--- config.mk ---
export PLATFORM = sky130hd
export DESIGN_NAME = fasta_composition_and_scan_count
export DESIGN_NICKNAME = d
export VERILOG_FILES = /design/src/rtl/core/fcsc_pkg.sv /design/src/rtl/core/fasta_composition_and_scan_count.sv /design/src/rtl/core/fcsc_cfg.sv
export SDC_FILE = /design/constraint.sdc
export NUM_CORES = 2
export LEC_CHECK = 0
export BUFFER_PORTS_ARGS = -buffer_cell sky130_fd_sc_hd__buf_2
export CAP_MARGIN = 0
export CORE_UTILIZATION = 40
export CTS_CLUSTER_DIAMETER = 100
export DETAILED_ROUTE_END_ITERATION = 10
export GPL_TIMING_DRIVEN = 0
export SYNTH_ARGS = -nofsm -noshare
export SYNTH_HDL_FRONTEND = slang
export SYNTH_SLANG_ARGS = --single-unit
--- constraint.sdc ---
create_clock -name clk -period 38 [get_ports clk]
set_input_delay 3.8 -clock clk [delete_from_list [all_inputs] [get_ports clk]]
set_output_delay 3.8 -clock clk [all_outputs]
set_load 0.005 [all_outputs]
--- src/rtl/core/fcsc_pkg.sv ---
// Shared types and constants for the FASTA composition and scan-count block.
// Holds the payload structs, parse phases, register indexes and characters.
// No dependencies.
package fcsc_pkg;

  // Default width of the per-sequence length counter
  localparam int unsigned LENGTH_BITS_DEF = 32;

  // Configuration register indexes
  typedef logic [2:0] cfg_idx_t;
  localparam cfg_idx_t REG_FIRST_SEQ  = 3'd0;
  localparam cfg_idx_t REG_SEQ_COUNT  = 3'd1;
  localparam cfg_idx_t REG_START_OFF  = 3'd2;
  localparam cfg_idx_t REG_WINDOW_LEN = 3'd3;
  localparam cfg_idx_t REG_MASK_LEN   = 3'd4;
  localparam cfg_idx_t REG_SKIP_ANNOT = 3'd5;

  // Characters that steer the parser and the base counters
  localparam logic [7:0] CH_GT = 8'h3E;
  localparam logic [7:0] CH_NL = 8'h0A;
  localparam logic [7:0] CH_A  = 8'h41;
  localparam logic [7:0] CH_C  = 8'h43;
  localparam logic [7:0] CH_G  = 8'h47;
  localparam logic [7:0] CH_T  = 8'h54;
  localparam logic [7:0] CH_U  = 8'h55;

  typedef enum logic [2:0] {
    PH_PREAMBLE,
    PH_HEADER,
    PH_LINESTART,
    PH_SEQ,
    PH_IDLE
  } phase_t;

  typedef struct packed {
    logic [7:0] data_byte;
    logic       end_of_file;
  } in_item_t;

  typedef struct packed {
    logic [31:0] sequence_length;
    logic [31:0] scan_count;
    logic [47:0] total_scan;
    logic [39:0] count_a;
    logic [39:0] count_c;
    logic [39:0] count_g;
    logic [39:0] count_t;
    logic [23:0] sequences_done;
    logic        last;
  } res_item_t;

  // Settings seen by the parser, with the scan bounds folded in
  typedef struct packed {
    logic [15:0] first_eff;  // first processed index after clamping
    logic [23:0] seq_count;
    logic [32:0] lo_bound;   // start_offset + mask_length - 1
    logic [32:0] hi_bound;   // start_offset + window_length
  } cfg_view_t;

endpackage

--- src/rtl/core/fasta_composition_and_scan_count.sv ---
// Top level of the FASTA composition and scan-count block.
// Parses the byte stream, counts bases and emits a result per selected sequence.
// Depends on fcsc_pkg and fcsc_cfg.
//
//   port group  direction  handshake              payload
//   in_*        input      in_valid / in_stall    fcsc_pkg::in_item_t
//   out_*       output     out_valid / out_stall  fcsc_pkg::res_item_t
//   cfg_*       input      cfg_valid / cfg_ready  cfg_index, cfg_wdata
//
// One byte per cycle unless in_stall is high; each result is registered to out_*.
// The parse, count and scan bound logic sits between the state registers and
// a two-entry result buffer (output register plus skid register).
// in_stall rises only while both result entries are full.
// rst_n is synchronous; configuration writes are always accepted (cfg_ready high).
module fasta_composition_and_scan_count #(
  parameter int unsigned LENGTH_BITS = fcsc_pkg::LENGTH_BITS_DEF
) (
  input  logic                clk,
  input  logic                rst_n,
  input  logic                in_valid,
  output logic                in_stall,
  input  fcsc_pkg::in_item_t  in_data,
  output logic                out_valid,
  input  logic                out_stall,
  output fcsc_pkg::res_item_t out_data,
  input  logic                cfg_valid,
  output logic                cfg_ready,
  input  fcsc_pkg::cfg_idx_t  cfg_index,
  input  logic [31:0]         cfg_wdata
);
  import fcsc_pkg::*;

  // Width of the scan bound arithmetic
  localparam int unsigned CW = ((LENGTH_BITS > 33) ? LENGTH_BITS : 33) + 1;

  cfg_view_t cfg_view;

  phase_t                 phase_r, phase_nxt;
  logic [23:0]            idx_r, idx_nxt;
  logic                   sel_r, sel_nxt;
  logic [LENGTH_BITS-1:0] len_r, len_nxt;
  logic [39:0]            cnt_r [4];
  logic [39:0]            cnt_nxt [4];
  logic [47:0]            total_r, total_nxt;
  logic [23:0]            proc_r, proc_nxt;

  res_item_t out_r, skid_r, res;
  logic      out_v_r, skid_v_r;
  logic      res_fire;

  logic        in_acc, take;
  logic [7:0]  c, cu;
  logic        alpha;
  logic        do_count, do_finish, do_begin, last_v;
  logic [CW-1:0] len_ext, lmin;
  logic [31:0] scan_val, len_sat;
  logic [48:0] total_sum;
  logic [47:0] total_fin;
  logic [23:0] proc_inc, idx_inc;

  fcsc_cfg u_cfg (
    .clk      (clk),
    .rst_n    (rst_n),
    .cfg_valid(cfg_valid),
    .cfg_index(cfg_index),
    .cfg_wdata(cfg_wdata),
    .cfg_view (cfg_view)
  );

  assign cfg_ready = 1'b1;
  assign in_stall  = skid_v_r;
  assign in_acc    = in_valid && !in_stall;
  assign take      = out_v_r && !out_stall;

  // Fold case and classify the byte
  assign c     = in_data.data_byte;
  assign alpha = c inside {[8'h41:8'h5A], [8'h61:8'h7A]};
  assign cu    = c & 8'hDF;

  // Scan count: min(offset + window, length) - (offset + mask - 1), floored at zero
  assign len_ext  = CW'(len_r);
  assign lmin     = (len_ext < CW'(cfg_view.hi_bound)) ? len_ext : CW'(cfg_view.hi_bound);
  assign scan_val = (lmin > CW'(cfg_view.lo_bound)) ?
                    32'(lmin - CW'(cfg_view.lo_bound)) : 32'd0;
  assign len_sat  = (|len_ext[CW-1:32]) ? 32'hFFFF_FFFF : len_ext[31:0];

  assign total_sum = {1'b0, total_r} + {17'd0, scan_val};
  assign total_fin = total_sum[48] ? 48'hFFFF_FFFF_FFFF : total_sum[47:0];
  assign proc_inc  = (&proc_r) ? proc_r : proc_r + 24'd1;
  assign idx_inc   = (&idx_r) ? idx_r : idx_r + 24'd1;

  // Parse one byte, update the counters and build the result
  always_comb begin
    phase_nxt = phase_r;
    idx_nxt   = idx_r;
    sel_nxt   = sel_r;
    len_nxt   = len_r;
    cnt_nxt   = cnt_r;
    total_nxt = total_r;
    proc_nxt  = proc_r;
    do_count  = 1'b0;
    do_finish = 1'b0;
    do_begin  = 1'b0;
    last_v    = 1'b0;
    res_fire  = 1'b0;
    res       = '0;

    if (in_acc && (phase_r != PH_IDLE)) begin
      if (in_data.end_of_file) begin
        do_finish = 1'b1;
      end else begin
        case (phase_r)
          PH_PREAMBLE: begin
            if (c == CH_GT) begin
              do_begin  = 1'b1;
              phase_nxt = PH_HEADER;
            end
          end
          PH_HEADER: begin
            if (c == CH_NL) phase_nxt = PH_LINESTART;
          end
          PH_LINESTART: begin
            if (c == CH_GT) begin
              phase_nxt = PH_HEADER;
            end else begin
              phase_nxt = PH_SEQ;
              do_count  = 1'b1;
            end
          end
          PH_SEQ: begin
            if (c == CH_GT) begin
              do_finish = 1'b1;
              do_begin  = 1'b1;
              phase_nxt = PH_HEADER;
            end else begin
              do_count = 1'b1;
            end
          end
          default: phase_nxt = PH_IDLE;
        endcase
      end
    end

    // Count letters of a selected sequence
    if (do_count && sel_r && alpha) begin
      len_nxt = (&len_r) ? len_r : len_r + LENGTH_BITS'(1);
      if (cu == CH_A) begin
        cnt_nxt[0] = (&cnt_r[0]) ? cnt_r[0] : cnt_r[0] + 40'd1;
      end else if (cu == CH_C) begin
        cnt_nxt[1] = (&cnt_r[1]) ? cnt_r[1] : cnt_r[1] + 40'd1;
      end else if (cu == CH_G) begin
        cnt_nxt[2] = (&cnt_r[2]) ? cnt_r[2] : cnt_r[2] + 40'd1;
      end else if ((cu == CH_T) || (cu == CH_U)) begin
        cnt_nxt[3] = (&cnt_r[3]) ? cnt_r[3] : cnt_r[3] + 40'd1;
      end
    end

    // Close the current sequence
    if (do_finish) begin
      if (sel_r) begin
        total_nxt = total_fin;
        proc_nxt  = proc_inc;
        last_v    = in_data.end_of_file || (proc_inc >= cfg_view.seq_count);
        res_fire  = 1'b1;
        res.sequence_length = len_sat;
        res.scan_count      = scan_val;
      end else if (in_data.end_of_file) begin
        last_v   = 1'b1;
        res_fire = 1'b1;
      end
      sel_nxt = 1'b0;
      if (last_v) begin
        phase_nxt = PH_IDLE;
        do_begin  = 1'b0;
      end
    end

    res.total_scan     = total_nxt;
    res.count_a        = cnt_r[0];
    res.count_c        = cnt_r[1];
    res.count_g        = cnt_r[2];
    res.count_t        = cnt_r[3];
    res.sequences_done = proc_nxt;
    res.last           = last_v;

    // Open a header block and decide whether its sequence is processed
    if (do_begin) begin
      idx_nxt = idx_inc;
      sel_nxt = (idx_inc >= {8'd0, cfg_view.first_eff}) && (proc_nxt < cfg_view.seq_count);
      len_nxt = '0;
    end
  end

  always_ff @(posedge clk) begin
    if (!rst_n) begin
      phase_r <= PH_PREAMBLE;
      idx_r   <= '0;
      sel_r   <= 1'b0;
      len_r   <= '0;
      cnt_r   <= '{default: '0};
      total_r <= '0;
      proc_r  <= '0;
    end else begin
      phase_r <= phase_nxt;
      idx_r   <= idx_nxt;
      sel_r   <= sel_nxt;
      len_r   <= len_nxt;
      cnt_r   <= cnt_nxt;
      total_r <= total_nxt;
      proc_r  <= proc_nxt;
    end
  end

  // Result buffer: drain the skid entry first, park a new result there on a stall
  always_ff @(posedge clk) begin
    if (!rst_n) begin
      out_v_r  <= 1'b0;
      skid_v_r <= 1'b0;
    end else if (skid_v_r) begin
      if (take) begin
        skid_v_r <= 1'b0;
      end
    end else if (!out_v_r || take) begin
      out_v_r <= res_fire;
    end else if (res_fire) begin
      skid_v_r <= 1'b1;
    end
  end

  always_ff @(posedge clk) begin
    if (skid_v_r) begin
      if (take) out_r <= skid_r;
    end else if (!out_v_r || take) begin
      if (res_fire) out_r <= res;
    end else if (res_fire) begin
      skid_r <= res;
    end
  end

  assign out_valid = out_v_r;
  assign out_data  = out_r;

endmodule

--- src/rtl/core/fcsc_cfg.sv ---
// Configuration registers of the FASTA composition block.
// Folds offset, window and mask into two scan bounds on every write.
// Depends on fcsc_pkg.
module fcsc_cfg (
  input  logic               clk,
  input  logic               rst_n,
  input  logic               cfg_valid,
  input  fcsc_pkg::cfg_idx_t cfg_index,
  input  logic [31:0]        cfg_wdata,
  output fcsc_pkg::cfg_view_t cfg_view
);
  import fcsc_pkg::*;

  logic [15:0] first_r, first_nxt;
  logic [23:0] count_r, count_nxt;
  logic [31:0] off_r, off_nxt;
  logic [31:0] win_r, win_nxt;
  logic [15:0] kmask_r, kmask_nxt;
  logic        skip_r, skip_nxt;
  logic [32:0] lo_r, lo_nxt;
  logic [32:0] hi_r, hi_nxt;
  logic [15:0] first_eff;

  // Decode the write transaction and refresh the scan bounds
  always_comb begin
    first_nxt = first_r;
    count_nxt = count_r;
    off_nxt   = off_r;
    win_nxt   = win_r;
    kmask_nxt = kmask_r;
    skip_nxt  = skip_r;
    if (cfg_valid) begin
      case (cfg_index)
        REG_FIRST_SEQ:  first_nxt = cfg_wdata[15:0];
        REG_SEQ_COUNT:  count_nxt = cfg_wdata[23:0];
        REG_START_OFF:  off_nxt   = cfg_wdata;
        REG_WINDOW_LEN: win_nxt   = cfg_wdata;
        REG_MASK_LEN: begin
          // a zero mask behaves as a mask of one
          kmask_nxt = (cfg_wdata[15:0] == 16'd0) ? 16'd0 : cfg_wdata[15:0] - 16'd1;
        end
        REG_SKIP_ANNOT: skip_nxt  = cfg_wdata[0];
        default: ;
      endcase
    end
    lo_nxt = {1'b0, off_nxt} + {17'd0, kmask_nxt};
    hi_nxt = {1'b0, off_nxt} + {1'b0, win_nxt};
  end

  always_ff @(posedge clk) begin
    if (!rst_n) begin
      first_r <= 16'd1;
      count_r <= '1;
      off_r   <= '0;
      win_r   <= '1;
      kmask_r <= '0;
      skip_r  <= 1'b0;
      lo_r    <= '0;
      hi_r    <= {1'b0, 32'hFFFF_FFFF};
    end else begin
      first_r <= first_nxt;
      count_r <= count_nxt;
      off_r   <= off_nxt;
      win_r   <= win_nxt;
      kmask_r <= kmask_nxt;
      skip_r  <= skip_nxt;
      lo_r    <= lo_nxt;
      hi_r    <= hi_nxt;
    end
  end

  // Raise the first index to one, and to two when the annotation is skipped
  always_comb begin
    first_eff = (first_r == 16'd0) ? 16'd1 : first_r;
    if (skip_r && (first_eff < 16'd2)) begin
      first_eff = 16'd2;
    end
  end

  assign cfg_view.first_eff = first_eff;
  assign cfg_view.seq_count = count_r;
  assign cfg_view.lo_bound  = lo_r;
  assign cfg_view.hi_bound  = hi_r;

endmodule

==> results.yml <==
die:
  floorplan.initialDensity_pct: 40.3
  fp.dieW_um: 358
  fp.dieArea_sq_um: 128000
  core_sq_um: 126000
  dieHeight_um: 358
  ios: 349
  core.rowCount: 130
global_route:
  antenna_found_initial: 19
  grtUsageTotal_pct: 21.8
  overflow: 0
  grt_pass1_vias: 35000
  grt_start_max_net_pins: 69
  grt_first_pass_wirelength_um: 213000
timing:
  setup_viol: 0
  relSlewSlack_pct: 4.30
  rsz0062_at_grt: "no"
  whs_ns: 0.437
  drv_slew: 0
  worst_slew_pin_slew_ns: 1.44
  hold_violations: 0
  skew_ns: 0.0379
  min_period_over_period_pct: 29.4
  timing.final.crit_period_ns: 11.18
  setup-tns-final_ns: 0
  max_freq_mhz: 89.4
yosys:
  synth_common_cells: "594 x edfxtp_1, 481 x dfxtp_1, 452 x nor2_1"
  yosys.area.top_type: "edfxtp_1"
  ys_seq_area_share_pct: 54.2
  synth_top_cell_area_share_pct: 35.2
  syn_inst: 4653
  netlist_area_sq_um: 50600
  async_flop_share_pct: 0
  netlist_top_cells_area: "edfxtp_1 35%, dfxtp_1 19%, mux2_2 5.7%"
  synth_flop_cell: "edfxtp_1"
  synth_edf_count: 594
  syn_avg_cell_area_sq_um: 10.9
  synth_most_common_cell: "edfxtp_1"
  ys_ff_latch: 1075
  synth_nets: 4921
  synth.distinct_cells: 91
  ys_warn_count: 0
critical_path:
  reg2regPathDepth: 30
  critical-path-max-stage-delay_ns: 0.64
  critPathMostFrequentCell: "a21o_1"
  worstPathRequired_ns: 38.42
  crit_path_max_fanout: 10
  cp.arrival_ns: 11.60
  path_class: "reg -> reg"
  end_kind: "flop"
  worst_path_max_delay_cell: "a2111oi_0"
  worstSetupStartpointType: "flop"
cts:
  clock_sinks: 1075
  clk_latency_ns: 0.76
  cts_tree: "built"
  postCtsSetupBuffers: 0
  post_cts_resized: 0
  cts_buffer_depth: 3
  cts_buffers: 114
  cts_root_buf: "clkbuf_16"
  ctsHoldBuffers: 0
  htreeDepth: 3
  clkTransAtPathRegs_ns: 0.06
detailed_routing:
  routedWlPerCell_um: 20.7
  wl_um: 142000
  drt_first_pass_iters: 6
  detail_route.vias_per_cell: 5.33
  dr.first_iter.drc_count: 2964
  via_count: 36700
  ant_nets: 0
  top_layer_used: "met5"
  route.met2.wl_um: 65300
  drc: 0
  routed-wl-met3_um: 7640
  routedLengthMet1_um: 65100
place:
  dp_hpwl_um: 107000
  numPortBuffers: 345
  gp_congestion: 0.924
run:
  drv_cap: 0
layout:
  area_growth_pct: 16.1
  drive_above_1_share_pct: 16.9
  final_nets: 5399
power:
  p_per_area_nw_per_um2: 44.8
  finalPower_mw: 2.63
  ir_worst_vdd_v: 0.0000418
  leakagePower_nw: 24.2
worst_hold_path:
  min_path_type: "reg -> reg"
  hold_depth: 0
status:
  run_status: "finished, final reports clean"
## area by class of cell
| type | instances | area [sq um] |
|---|---|---|
| antenna | 4 | 10.0 |
| inverter | 212 | 796 |
| timing repair buffer | 362 | 2100 |
| sequential | 1075 | 27500 |
| clock inverter | 67 | 883 |
| clock buffer | 147 | 3070 |
| fill | 11700 | 66800 |
| buffer | 172 | 702 |
| tap | 1650 | 2060 |
| multi-input combinational | 3194 | 21700 |
## power breakdown
part           total (mW)  internal [mW]  leakage (nW)  switching, mW
clock network        1.16          0.671          1.90          0.490
logic               0.212         0.0747          12.9          0.137
registers            1.26           1.25          9.37         0.0106
## flip-flops by register name, indices dropped and copies added (netlist names), 3 cells and up
name,count
cnt_r,160
idx_r,24
len_r,32
out_data,297
phase_r,3
proc_r,24
skid_r,297
total_r,48
u_cfg.count_r,24
u_cfg.first_r,16
u_cfg.hi_r,33
u_cfg.kmask_r,16
u_cfg.lo_r,33
u_cfg.off_r,32
u_cfg.win_r,32
## cells in the final DEF, fill, tap and decap left out, drive strengths merged, types with 14 or more instances in the layout
cell type	n
a21o	138
buf	387
clkbuf	292
and3	89
xor2	177
and4	31
nand3	145
clkinv	42
dfxtp	481
ha	215
edfxtp	594
nor2	452
xnor2	147
nor4	37
and2	111
mux2i	35
o211ai	55
a21oi	214
inv	215
o21ai	193
nand4	75
nand2b	26
a211oi	22
mux2	257
or3	66
nor3	72
nor2b	27
o21a	30
nand2	349
or2	45
o21bai	19
a31oi	18
bufinv	14
## logic make-up after synthesis
kind of cell | count (synthesis) | share of synthesized area, %
xor gates and xnor gates | 324 | 5.60
buffers and inverters | 384 | 2.96
AOI/OAI and AO/OA | 794 | 10.1
DFF | 1075 | 54.2
adders and majority gates | 219 | 5.47
muxes | 292 | 6.41
and+or+nand+nor | 1563 | 15.2
other | 2 | 0.0148
## worst max-delay path: cells and delay by family (launching register included)
| family | cells | cell delay, ns |
|---|---|---|
| adders and majority gates | 3 | 0.97 |
| buffers and inverters | 3 | 1.60 |
| AOI/OAI and AO/OA | 21 | 6.60 |
| DFF | 1 | 0.61 |
| and+or+nand+nor | 2 | 0.64 |
| muxes | 1 | 0.43 |
## worst paths after layout
path              start             to  slack (ns)
min          cnt_r[122]    skid_r[147]        0.44
max            len_r[1]  out_data[186]       26.82
min reg2reg  cnt_r[122]    skid_r[147]        0.44
max reg2reg    len_r[1]  out_data[186]       26.82
## layer usage
layer | track usage (%) | vias to the layer above
met5 | 0 | -
met2 | 35.2 | 961
li1 | - | 17700
met1 | 30.1 | 17800
met3 | 3.11 | 210
met4 | 7.17 | 6
## through the flow
step,instance area (sq um),utilization (%),worst slack [ns],std cells
floorplan,50600,-,18.02,4653
global placement,54400,43.3,10.17,6648
detailed placement,54800,43.7,26.92,6665
CTS,58800,46.8,26.85,6879
global route,58800,46.8,26.28,6881
finish,58800,46.8,26.82,6883
Power figures use the tool's default switching activity.
